[config.mk]
export PLATFORM = sky130hd
export DESIGN_NAME = nfic_fifo
export DESIGN_NICKNAME = d
export VERILOG_FILES = /design/src/design/nfic_pkg.sv /design/src/design/nfic_fifo.sv
export SDC_FILE = /design/constraint.sdc
export NUM_CORES = 1
export LEC_CHECK = 0
export BUFFER_PORTS_ARGS = -buffer_cell sky130_fd_sc_hd__buf_2
export CAP_MARGIN = 20
export CORE_UTILIZATION = 45
export CTS_BUF_LIST = sky130_fd_sc_hd__clkbuf_4
export DETAILED_ROUTE_END_ITERATION = 10
export PLACE_DENSITY = 0.7
export SYNTH_ARGS = -nofsm -noshare
export SYNTH_HDL_FRONTEND = slang
export SYNTH_SLANG_ARGS = --single-unit
[constraint.sdc]
create_clock -name aclk -period 4.1 [get_ports aclk]
set_clock_uncertainty 0.2 [all_clocks]
set_input_delay 0.615 -clock aclk [delete_from_list [all_inputs] [get_ports aclk]]
set_output_delay 0.615 -clock aclk [all_outputs]
set_load 0.02 [all_outputs]
[src/design/nfic_pkg.sv]
// Shared types and constants for the neural field integrate/centroid block.
`timescale 1ns / 1ps

package nfic_pkg;

    localparam int POSITIONS = 256;
    localparam int POS_W     = $clog2(POSITIONS);
    localparam int HALF_POS  = POSITIONS / 2;

    localparam int ACT_W   = 32;
    localparam int GAIN_W  = 17;
    localparam int FRAC_W  = 16;
    localparam int DIFF_W  = ACT_W + 2;
    localparam int PROD_W  = DIFF_W + GAIN_W + 1;

    localparam int CNT_W   = $clog2(POSITIONS + 1);
    localparam int SUM_W   = $clog2(POSITIONS * (POSITIONS - 1) / 2 + 1);
    localparam int Q_W     = $clog2(3 * POSITIONS * POSITIONS + 1);
    localparam int CENT_SCALE_W = 7;
    localparam int DIVD_W  = Q_W + CENT_SCALE_W;
    localparam int DIV_CW  = $clog2(DIVD_W);
    localparam int CENT_W  = 18;

    localparam int OUT_POS_W    = 8;
    localparam int OUT_POS_LSB  = 0;
    localparam int OUT_ACT_LSB  = OUT_POS_LSB + OUT_POS_W;
    localparam int OUT_CENT_LSB = OUT_ACT_LSB + ACT_W;
    localparam int TDATA_W      = 64;
    localparam int PAD_W        = TDATA_W - OUT_CENT_LSB - CENT_W;

    localparam int FIFO_DEPTH = 2;
    localparam int FIFO_AW    = $clog2(FIFO_DEPTH);

    localparam logic signed [ACT_W-1:0]  ACT_RESET     = 32'hFFFB_0000;
    localparam logic [GAIN_W-1:0]        GAIN_RESET    = 17'd2621;
    localparam logic signed [ACT_W-1:0]  RESTING_RESET = 32'hFFFB_0000;
    localparam logic signed [ACT_W-1:0]  THRESH_RESET  = 32'd6554;
    localparam logic [CENT_W-1:0]        NO_CENTROID   = 18'h3FF00;
    localparam logic signed [PROD_W-1:0] ROUND_BIAS    = PROD_W'(32768);
    localparam logic [ACT_W-1:0]         SAT_POS       = 32'h7FFF_FFFF;
    localparam logic [ACT_W-1:0]         SAT_NEG       = 32'h8000_0000;

    localparam int CFG_IDX_W  = 2;
    localparam int CFG_DATA_W = 32;
    localparam logic [CFG_IDX_W-1:0] CFG_STEP_GAIN   = 2'd0;
    localparam logic [CFG_IDX_W-1:0] CFG_RESTING     = 2'd1;
    localparam logic [CFG_IDX_W-1:0] CFG_THRESHOLD   = 2'd2;

    typedef struct packed {
        logic [GAIN_W-1:0] step_gain;
        logic [ACT_W-1:0]  resting_level;
        logic [ACT_W-1:0]  active_threshold;
    } nfic_cfg_t;

    typedef struct packed {
        logic [POS_W-1:0] pos;
        logic [ACT_W-1:0] drive;
        logic             first;
        logic             last;
    } nfic_item_t;

    typedef enum logic [2:0] {
        B_IDLE,
        B_READ,
        B_MUL,
        B_SUM,
        B_PREP,
        B_DIV,
        B_EMIT
    } nfic_bstate_t;

endpackage

[src/design/nfic_fifo.sv]
// Short request queue between the front and back units.
`timescale 1ns / 1ps

module nfic_fifo (
    input  logic                 aclk,
    input  logic                 aresetn,
    input  logic                 push,
    input  nfic_pkg::nfic_item_t push_item,
    output logic                 not_full,
    input  logic                 pop,
    output logic                 not_empty,
    output nfic_pkg::nfic_item_t head_item
);
    import nfic_pkg::*;

    nfic_item_t         entry_reg [FIFO_DEPTH];
    logic [FIFO_AW-1:0] wr_ptr_reg, wr_ptr_next;
    logic [FIFO_AW-1:0] rd_ptr_reg, rd_ptr_next;
    logic [FIFO_AW:0]   count_reg, count_next;

    assign not_full  = count_reg != (FIFO_AW + 1)'(FIFO_DEPTH);
    assign not_empty = count_reg != '0;
    assign head_item = entry_reg[rd_ptr_reg];

    always_comb begin
        wr_ptr_next = wr_ptr_reg;
        rd_ptr_next = rd_ptr_reg;
        count_next  = count_reg;
        if (push) begin
            wr_ptr_next = (wr_ptr_reg == FIFO_AW'(FIFO_DEPTH - 1)) ? '0 : wr_ptr_reg + 1'b1;
        end
        if (pop) begin
            rd_ptr_next = (rd_ptr_reg == FIFO_AW'(FIFO_DEPTH - 1)) ? '0 : rd_ptr_reg + 1'b1;
        end
        if (push && !pop) begin
            count_next = count_reg + 1'b1;
        end else if (pop && !push) begin
            count_next = count_reg - 1'b1;
        end
    end

    always_ff @(posedge aclk) begin
        if (!aresetn) begin
            wr_ptr_reg <= '0;
            rd_ptr_reg <= '0;
            count_reg  <= '0;
        end else begin
            wr_ptr_reg <= wr_ptr_next;
            rd_ptr_reg <= rd_ptr_next;
            count_reg  <= count_next;
        end
    end

    always_ff @(posedge aclk) begin
        if (push) begin
            entry_reg[wr_ptr_reg] <= push_item;
        end
    end

endmodule

# Word level (Yosys, flattened, before mapping)

Memories as Yosys holds them, arrays and structs flattened. A register that Yosys moved wholly into a read port is not among the register bits.
Index checks and enable logic that the tools add are counted.

Bits in latches: 0
Output and inout bits: 44
Memory bits (read-only): 0
Flip-flop bits (word level): 4
Word-level logic and storage cells: 23
Bits in writable memories: 84
Bits of input ports: 46
Memories kept: 1

Equal/unequal tests: 1
Reductions and logical operators: 6
Mux-type cells: 8
Bitwise operators: 0
Shift-type cells: 0
Multiply operators: 0
$add $sub $neg: 4
Divide/modulo/power cells: 0
Order comparisons: 0

Memory list:

| name      | words | bits a word | rd ports | clocked after Yosys merged registers in | wr ports | line            | source |
|---|---|---|---|---|---|---|---|
| entry_reg | 2     | 42          | 1        | 1                                       | 1        | nfic_fifo.sv:16 | `nfic_item_t entry_reg [FIFO_DEPTH];` |

Operators by type and width:

| operator              | count |
|---|---|
| $mux W1               | 6 |
| $mux W2               | 2 |
| $reduce_bool A2 Y1    | 2 |
| $add A1 B1 Y1 const B | 2 |
| $add A2 B1 Y2 const B | 1 |
| $logic_and A1 B1 Y1   | 2 |
| $logic_not A1 Y1      | 2 |
| $ne A2 B2 Y1 const B  | 1 |
| $sub A2 B1 Y2 const B | 1 |

# Depth between registers and ports, before layout

Depth after elaboration: 4
Depth in mapped cells: 5
Mapped depth without buffers: 5

# Worst setup path before layout

OpenSTA, ideal clock, no wires.

Path kind: input to register
Start point: input port push
End point: memory entry_reg[0][0] (netlist name), enable pin
Path slack: 0.932 ns
Arrival time: 2.521 ns
Required time: 3.452 ns
Buffers on the path: 0
Stages on the path: 1
Setup time: 0.448 ns
Cell sequence: nor2b_1

Cells in the longest elaborated chain, start to end: 2

Ends and longest elaborated chain:

| item                          | line            | source |
|---|---|---|
| start, declared               | nfic_fifo.sv:7  | `input logic push,` |
| $mux W1                       | nfic_fifo.sv:55 | `if (push) begin` |
| $mux W1 (not written as such) | nfic_fifo.sv:56 | `entry_reg[wr_ptr_reg] <= push_item;` |
| end, declared                 | nfic_fifo.sv:16 |  |

No other way between the ends.

==> results_dict.tcl <==
set metrics [dict create \
    outcome "finished, final reports clean" \
    worstSetupStartpointType "register" \
    synth_edf_count 84 \
    nNetsFinal 296 \
    path_clk_slew_ns 0.13 \
    synth.distinct_cells 17 \
    pre_cts_ws_ns 1.66 \
    clk_latency_ns 0.39 \
    drc 0 \
    critical_path.top_delay_family "flip-flops" \
    grt_overflow 0 \
    grt_use_met3_pct 3.70 \
    cts_tree "yes" \
    avgRoutedWirePerCell_um 15.0 \
    irDropWorstVdd_mv 0.233 \
    ctsRootBufferMaster "clkbuf_4" \
    max_stage_delay_ns 1.04 \
    post_cts_buffers 0 \
    slew_violations 0 \
    placed_cells 334 \
    setup_viol 0 \
    power_leakage_nw 1.49 \
    period_share_pct 69.8 \
    totalWireLength_um 5230 \
    grtUsageMet1_pct 19.5 \
    fin_setup_tns_ns 0 \
    period_minus_slack_ns 2.86 \
    ys_async_sr_fraction_pct 0 \
    die-height_um 87.0 \
    synth_area_um2 3250 \
    setup.worst_path.class "reg2out" \
    cp-end-kind "output pin" \
    maxSlewHeadroom_pct 29.3 \
    die_x_um 87.0 \
    worstPathRequired_ns 3.28 \
    initialDrtViolationCount 95 \
    ys_seq_area_share_pct 80.7 \
    met2_usage_pct 22.6 \
    synthToLayoutAreaGrowth_pct 20.8 \
    drive_gt1_share_pct 42.1 \
    yosys_warnings 0 \
    crit_buf_inv 1 \
    powerDensity_nw_per_um2 441 \
    cts.path.max_buffers 2 \
    htree_levels 3 \
    post-synth-top-area-cell "edfxtp_1" \
    dp_hpwl_um 3300 \
    regArea_um2 2620 \
    rsz0062_at_grt "false" \
    cts.sinks 89 \
    fp-row-count 30 \
    dpl_cell_area_um2 3800 \
    synth_most_common_cell "edfxtp_1" \
    core_area_um2 6870 \
    initial_core_util_pct 47.3 \
    synthesis.nets 200 \
    path_cells "mux2_1 > buf_2" \
    viasPerCell 4.73 \
    synth_ff_type "edfxtp_1" \
    yosys.area.top_type_share_pct 77.6 \
    netlist_top_cells_count "edfxtp_1, mux2_1, dfxtp_1" \
    final_cells 350 \
    post-route-cell-area_um2 3930 \
    antennaDiodeCount 0 \
    io_buffers 89 \
    tightest_slew_ns 1.06 \
    fillers 573 \
    gp_congestion 0.674 \
    antenna_found_initial 0 \
    die-area_um2 7560 \
    cts_buffers 9 \
    slowest_stage "dfxtp_2" \
    setup_slack_ns 1.24 \
    pin_count 90 \
    ys_ff_latch 89 \
    grt_max_degree 43 \
    min_path_type "in2reg" \
    syn-instance-count 153 \
    dr.pass1.iters 3 \
    cap_viol_max_count 0 \
    synthTopCellsByArea "edfxtp_1, mux2_1, dfxtp_1" \
    grt_use_total_pct 14.9 \
    grt_pass1_vias 1669 \
    vias 1654 \
    hold_viol_final 0 \
    largest_reg_flops 84 \
    cp_max_fo 42 \
    fmax_mhz 349 \
    post_synth.cell_area_avg_um2 21.2 \
    crit_arrival_ns 2.05 \
    top_usage_layer "met2" \
    multi_input_area_um2 597 \
    holdBufCountCts 0 \
    drtAntennaViolNets 0 \
    grt_first_pass_wirelength_um 8070 \
    cts_resized 0 \
]
==> cells in the final DEF, fill, tap and decap left out, types with 2 or more instances in the layout <==
cell       n
dfxtp_1    4
clkinv_2   3
and2_1     3
clkbuf_4   9
xor2_1     2
buf_2     89
mux2_1    42
edfxtp_1  84
clkinv_1   2
==> power breakdown <==
part	switching [W]	internal (W)	leakage [nW]
Combinational	0.000123	0.0000871	0.582
Sequential	0.0000284	0.00105	0.830
Clock	0.000267	0.000180	0.0745
Total	0.000418	0.00131	1.49
==> layout make-up <==
cell class              instances  share of cell area [%]
clock inverters                 7                    1.56
inverters                       1                  0.0956
repair buffers                 90                    11.5
well taps                      96                    3.06
multi-input cells              58                    15.2
flip-flops and latches         89                    66.8
clock buffers                   9                    1.72
==> path summary, 6_finish.rpt <==
kind / start / to / slack, ns / cells after the start
min reg2reg: count_reg[1] / count_reg[1] / 0.32 / 2
min: push_item[8] / entry_reg[0][8] / 0.18 / 1
max: register / head_item[22] / 1.24 / 2
max reg2reg: wr_ptr_reg / entry_reg[0][0] / 2.17 / 2
==> through the flow <==
stage                     hold WS [ns]  utilization (%)  total power (W)
after global placement           0.284             55.3          0.00130
final                            0.185             57.2          0.00173
after detailed placement         0.300             55.3          0.00131
after global routing             0.139             57.2          0.00181
after floorplan                  0.265                -          0.00122
after CTS                        0.153             57.2          0.00176
==> worst register-to-register path, stage by stage (launching register included) <==
cell     delay, ns
dfxtp_1       0.36
nor2b_4       0.71
buf_4         0.38
==> cells by family (layout without fill, tap and decap cells) <==
group | count (synthesis) | in the layout | share of synthesized area [%]
buffers and inverters | 6 | 107 | 1.19
AOI/OAI and AO/OA | 3 | 3 | 0.616
muxes | 42 | 42 | 14.6
adders and majority gates | 1 | 1 | 0.385
xor gates and xnor gates | 3 | 3 | 0.809
and+or+nand+nor | 9 | 9 | 1.73
DFF | 89 | 89 | 80.7
==> metal layers <==
layer / part of all wire [%] / vias up
li1: - / 786
met2: 49 / 50
met5: 0 / -
met4: 2.1 / 0
met1: 44 / 808
met3: 4.7 / 10
No activity file was read; power rests on OpenSTA's default activity.
