**config.mk**
```make
export PLATFORM = sky130hd
export DESIGN_NAME = nfic_front
export DESIGN_NICKNAME = d
export VERILOG_FILES = /design/src/design/nfic_pkg.sv /design/src/design/nfic_front.sv
export SDC_FILE = /design/constraint.sdc
export NUM_CORES = 1
export LEC_CHECK = 0
export BUFFER_PORTS_ARGS = -buffer_cell sky130_fd_sc_hd__buf_4
export CORE_MARGIN = 2
export CORE_UTILIZATION = 35
export DETAILED_ROUTE_END_ITERATION = 8
export PLACE_DENSITY_LB_ADDON = 0.3
export SLEW_MARGIN = 10
export SYNTH_ARGS = -nofsm -noshare
export SYNTH_HDL_FRONTEND = slang
export SYNTH_SLANG_ARGS = --single-unit
```
**constraint.sdc**
```tcl
create_clock -name aclk -period 2.3 [get_ports aclk]
set_input_delay 0.345 -clock aclk [delete_from_list [all_inputs] [get_ports aclk]]
set_output_delay 0.345 -clock aclk [all_outputs]
set_load 0.02 [all_outputs]
```
**src/design/nfic_pkg.sv**
```systemverilog
// Shared types and constants for the neural field integrate/centroid block.
`timescale 1ns / 1ps

package nfic_pkg;

    localparam int POSITIONS = 256;
    localparam int POS_W     = $clog2(POSITIONS);
    localparam int HALF_POS  = POSITIONS / 2;

    localparam int ACT_W   = 32;
    localparam int GAIN_W  = 17;
    localparam int FRAC_W  = 16;
    localparam int DIFF_W  = ACT_W + 2;
    localparam int PROD_W  = DIFF_W + GAIN_W + 1;

    localparam int CNT_W   = $clog2(POSITIONS + 1);
    localparam int SUM_W   = $clog2(POSITIONS * (POSITIONS - 1) / 2 + 1);
    localparam int Q_W     = $clog2(3 * POSITIONS * POSITIONS + 1);
    localparam int CENT_SCALE_W = 7;
    localparam int DIVD_W  = Q_W + CENT_SCALE_W;
    localparam int DIV_CW  = $clog2(DIVD_W);
    localparam int CENT_W  = 18;

    localparam int OUT_POS_W    = 8;
    localparam int OUT_POS_LSB  = 0;
    localparam int OUT_ACT_LSB  = OUT_POS_LSB + OUT_POS_W;
    localparam int OUT_CENT_LSB = OUT_ACT_LSB + ACT_W;
    localparam int TDATA_W      = 64;
    localparam int PAD_W        = TDATA_W - OUT_CENT_LSB - CENT_W;

    localparam int FIFO_DEPTH = 2;
    localparam int FIFO_AW    = $clog2(FIFO_DEPTH);

    localparam logic signed [ACT_W-1:0]  ACT_RESET     = 32'hFFFB_0000;
    localparam logic [GAIN_W-1:0]        GAIN_RESET    = 17'd2621;
    localparam logic signed [ACT_W-1:0]  RESTING_RESET = 32'hFFFB_0000;
    localparam logic signed [ACT_W-1:0]  THRESH_RESET  = 32'd6554;
    localparam logic [CENT_W-1:0]        NO_CENTROID   = 18'h3FF00;
    localparam logic signed [PROD_W-1:0] ROUND_BIAS    = PROD_W'(32768);
    localparam logic [ACT_W-1:0]         SAT_POS       = 32'h7FFF_FFFF;
    localparam logic [ACT_W-1:0]         SAT_NEG       = 32'h8000_0000;

    localparam int CFG_IDX_W  = 2;
    localparam int CFG_DATA_W = 32;
    localparam logic [CFG_IDX_W-1:0] CFG_STEP_GAIN   = 2'd0;
    localparam logic [CFG_IDX_W-1:0] CFG_RESTING     = 2'd1;
    localparam logic [CFG_IDX_W-1:0] CFG_THRESHOLD   = 2'd2;

    typedef struct packed {
        logic [GAIN_W-1:0] step_gain;
        logic [ACT_W-1:0]  resting_level;
        logic [ACT_W-1:0]  active_threshold;
    } nfic_cfg_t;

    typedef struct packed {
        logic [POS_W-1:0] pos;
        logic [ACT_W-1:0] drive;
        logic             first;
        logic             last;
    } nfic_item_t;

    typedef enum logic [2:0] {
        B_IDLE,
        B_READ,
        B_MUL,
        B_SUM,
        B_PREP,
        B_DIV,
        B_EMIT
    } nfic_bstate_t;

endpackage

```
**src/design/nfic_front.sv**
```systemverilog
// Front unit: accepts drive requests and tags them with position and frame marks.
`timescale 1ns / 1ps

module nfic_front (
    input  logic                          aclk,
    input  logic                          aresetn,
    input  logic                          s_tvalid,
    output logic                          s_tready,
    input  logic [nfic_pkg::ACT_W-1:0]    s_tdata,
    input  logic                          q_not_full,
    output logic                          q_push,
    output nfic_pkg::nfic_item_t          q_item
);
    import nfic_pkg::*;

    logic [POS_W-1:0] pos_reg, pos_next;
    logic             is_last;

    assign s_tready = q_not_full;
    assign q_push   = s_tvalid && q_not_full;
    assign is_last  = pos_reg == POS_W'(POSITIONS - 1);

    always_comb begin
        q_item.pos   = pos_reg;
        q_item.drive = s_tdata;
        q_item.first = pos_reg == '0;
        q_item.last  = is_last;
        pos_next     = pos_reg;
        if (q_push) begin
            pos_next = is_last ? '0 : pos_reg + 1'b1;
        end
    end

    always_ff @(posedge aclk) begin
        if (!aresetn) begin
            pos_reg <= '0;
        end else begin
            pos_reg <= pos_next;
        end
    end

endmodule

```
# --- Word-level counts from Yosys, hierarchy flattened ---
# Cells that the tools add are included.
op_classes:
  add_sub_neg: 1
  multipliers: 0
  div_mod_pow: 0
  order_cmp: 0
  n_eq_ne: 1
  shift: 0
  muxes: 1
  bitwise_logic: 0
  reduce_logical: 2
op_table:
  columns: ["op", "n"]
  rows:
  - ["adder 8 x 1 -> 8 bit (second input constant)", 1]
  - ["== test 8 bit (second input constant)", 1]
  - ["zero test 8 bit", 1]
  - ["two-way mux 8 bit", 1]
  - ["logical AND 1 bit", 1]
word_totals:
  register_bits: 8
  latch_bits: 0
  ramBits: 0
  rom_bits: 0
  in_bits: 36
  out_inout_bits: 44
  wordCells: 6
  memories: 0

# --- Logic depth before layout (Yosys ltp) ---
logic_depth:
  ltp_word: 2
  ltp_mapped: 4
  mapped_depth_nobuf: 4

# --- Worst setup path after synthesis ---
# Ideal clock, no wire load.
synth_timing:
  kind: "register -> output"
  from: "register pos_reg[0]"
  to: "output port q_item[1] in the netlist's numbering"
  t_arrival_ns: 1.331
  required_ns: 1.955
  setup_slack_ns: 0.624
  stages_incl_launch_ff: 5
  n_path_buf: 0
  cell_sequence: "dfxtp_1 > inv_1 > ha_1 > nand3_1 > nor4_1"
synth_rtl:
  columns: ["element", "line", "source"]
  rows:
  - ["from (decl)", "nfic_front.sv:16", "logic [POS_W-1:0] pos_reg, pos_next;"]
  - ["from (signal assigned)", "nfic_front.sv:38", "pos_reg <= pos_next;"]
  - ["to (decl)", "nfic_front.sv:12", "output nfic_pkg::nfic_item_t q_item"]

==> reports/results.ini <==
[detailed_routing]
drt_pass1_iterations = 4
vias = 485
total_wire_length_after_detailed_routing_um = 1260
wl_cell_um = 12.6
initialDrtViolationCount = 3
drt.antenna.violating_nets = 0
via_per_inst = 4.85
drc = 0

[worst_setup_path]
cpLargestDelayFamily = flip-flops
worst_ep_required_time_ps = 1960
crit_arrival_ps = 1290
startpoint_type = flip-flop
crit_path_top_delay_cell = dfxtp_1
critical_path.max_fanout = 6
timing.setup.critical_path_class = reg -> out
rr_endpoint = pos_reg[0]
reg2reg_depth = 4
worst_setup_path_end_kind = primary output
worstReg2RegStart = pos_reg[1]
cp_slowest_stage_delay_ps = 410
timing.critical_path.cells = ha_1 -> nand2_1 -> nor3_1 -> buf_4
timing.critical_path.buf_inv = 1
rrSetupSlack_ps = 830

[power]
p_switching_uw = 82.5
leakagePower_nw = 0.236
netSwitchingFraction_pct = 26.9
combinationalPowerShare_pct = 16.1
p_per_cell_area_mw_per_mm2 = 508
clockPowerShare_pct = 35.5
internal-power_uw = 225
fin_total_pwr_uw = 307
pwr-share-seq_pct = 48.3
ir_drop_mv = 0.288

[logic_synthesis]
mux_share_of_post_synthesis_cell_area_pct = 0
post_synth_xor_area_fraction_pct = 2.54
synth_simple_gate_area_share_pct = 20.8
synth_area_in_adders_pct = 3.62
netlist_instances = 89
synth.lib_cells_used.distinct = 22
synthesis.nets = 127
yosys_warnings = 0
synth_area_per_cell_sq_um = 7.76
synth_area_sq_um = 691
synth_top_family_by_area = buffers and inverters
synth_seq_area_share_pct = 23.2
postSynthRegisterBits = 8
compound_gate_portion_of_the_synthesized_area_pct = 9.60

[clock_network]
cts.reportedPaths.clkPinSlew_ps = 60
numCtsBuffers = 3
cts_setup_buffers = 0
cts-resized-gates = 0
clkSinkCount = 8
cts_htree_levels = 1
cts_root_buf = clkbuf_4
cts_hold_buf = 0
tritoncts = yes
clockBufferDepth = 2
clkLatencyLatePin_ps = 250

[sta]
relative_slew_slack_pct = 69.2
max_slew.worst_pin.slew_ps = 458
setup_tns_ps = 0
grt_setup_unrepaired = false
max_freq_mhz = 613
hold_ws_ps = 401
fin_crit_sh_pct = 70.9
fin_ws_ps = 670
post-route-min-period_ps = 1630
setup_viol = 0
fin_worst_skew_ps = 5.01
maxSlewViolCount = 0
hold_viol_final = 0

[placement]
dp_cells = 97
place_congestion = 0.724
port_buffer_cells = 15
dp_slack_ps = 860
dpl_cell_area_sq_um = 582
dp.final_hpwl_um = 946

[layout]
largest_register_ffs = 8
layout_area_overhead_pct = -12.5
antenna_cells_inserted = 0
layout.core_utilization_pct = 31.8
drive_gt1_share_pct = 27.4
finalInstanceArea_sq_um = 604
finalNonFillerCells = 100
net_count_of_the_finished_layout = 113

[floorplanning]
rows = 16
die_outline_area_sq_mm = 0.00234
die_height_um = 48.4
core_region_area_sq_mm = 0.00190
initial_core_util_pct = 36.3
design.portCount = 80
die-width_um = 48.4

[global_routing]
gr-usage-all-layers_pct = 10.5
grt_first_pass_wirelength_um = 1850
grt-ovfl-total = 0
vias_in_the_first_global_route = 381
number_of_antenna_violations_at_the_first_check_in_global_routing = 0
grt_start_max_net_pins = 9

[job]
max-cap-violations = 0

[min_path]
hold_path_class = in -> reg
hold_depth = 3
min_from = s_tvalid
hold_end = pos_reg[1]

[status]
run_status = finished clean

## power by group through the flow
stage | logic [mW] | clock network, mW | registers (mW)
finish | 0.0495 | 0.109 | 0.149
global route | 0.0548 | 0.120 | 0.149
CTS | 0.0502 | 0.114 | 0.148
detailed placement | 0.0501 | 0 | 0.151
global placement | 0.0502 | 0 | 0.151
floorplan | 0.105 | 0 | 0.155
## worst max path at each step
| stage | depth (start not counted) | from | endpoint | slack, ps |
|---|---|---|---|---|
| 2_1_floorplan | 4 | pos_reg[0] | q_item[1] | 620 |
| 3_3_place_gp | 4 | pos_reg[1] | pos_reg[0] | 950 |
| 3_5_place_dp | 4 | pos_reg[1] | pos_reg[0] | 860 |
| 4_1_cts | 5 | pos_reg[0] | q_item[1] | 640 |
| 5_1_grt | 5 | pos_reg[0] | q_item[1] | 530 |
| 6_report | 4 | pos_reg[1] | q_item[0] | 670 |
## Yosys cell counts
master | instances | area share (%)
buf_4 | 34 | 37
a31oi_1 | 1 | 0.91
o211ai_1 | 1 | 1.1
nor2_1 | 3 | 1.6
nor3_1 | 1 | 0.72
nand4b_1 | 1 | 1.3
ha_1 | 2 | 3.6
o21ai_0 | 4 | 2.9
and4_2 | 1 | 1.4
nand3_1 | 7 | 5.1
nand2_1 | 4 | 2.2
inv_1 | 6 | 3.3
a21oi_1 | 5 | 3.6
nand2b_1 | 1 | 0.91
dfxtp_1 | 8 | 23
nand4_2 | 1 | 1.8
and4_1 | 1 | 1.3
xnor2_1 | 2 | 2.5
or3_1 | 3 | 2.7
nor4_1 | 1 | 0.91
o31ai_1 | 1 | 1.1
nand4_1 | 1 | 0.91
## final cells by class
cell class / count / area [sq um]
inverter: 6 / 22.5
multi-input combinational: 41 / 253
timing repair buffer: 15 / 113
tap: 27 / 33.8
fill: 205 / 1300
sequential: 8 / 160
clock buffer: 3 / 22.5
## metal layers
metal	GRT usage (%)	vias to the layer above	wire (um)
met1	13.0	219	524
met4	4.76	0	38
met5	0	-	0
li1	-	236	-
met2	14.8	20	572
met3	5.86	10	126
## logic make-up (layout without fill, tap and decap cells)
kind of cell | after synthesis | after routing
buffers and inverters | 40 | 24
and+or+nand+nor | 25 | 25
AOI/OAI and AO/OA | 12 | 12
DFF | 8 | 8
adders and majority gates | 2 | 2
xor gates and xnor gates | 2 | 2
## cell usage in the layout (no fill, tap or decap)
cell type / Yosys / final
a31oi_1: 1 / 1
ha_1: 2 / 2
nand2b_1: 1 / 1
nor2_1: 3 / 3
nor3_1: 1 / 1
xnor2_1: 2 / 2
inv_1: 6 / 6
nand4b_1: 1 / 1
and4_2: 1 / 1
dfxtp_1: 8 / 8
nand3_1: 7 / 7
nand2_1: 4 / 4
o21ai_0: 4 / 4
and4_1: 1 / 1
nor4_1: 1 / 1
nand4_1: 1 / 1
buf_4: 34 / 15
a21oi_1: 5 / 5
o31ai_1: 1 / 1
or3_1: 3 / 3
nand4_2: 1 / 1
o211ai_1: 1 / 1
clkbuf_4: 0 / 3
## worst register-to-register path: cells and delay by family (launching register included)
kind / cells / cell delay (ps)
and+or+nand+nor: 2 / 260
AOI/OAI and AO/OA: 1 / 440
DFF: 1 / 410
adders and majority gates: 1 / 240
Note: power is estimated with default switching activity, not from simulation.
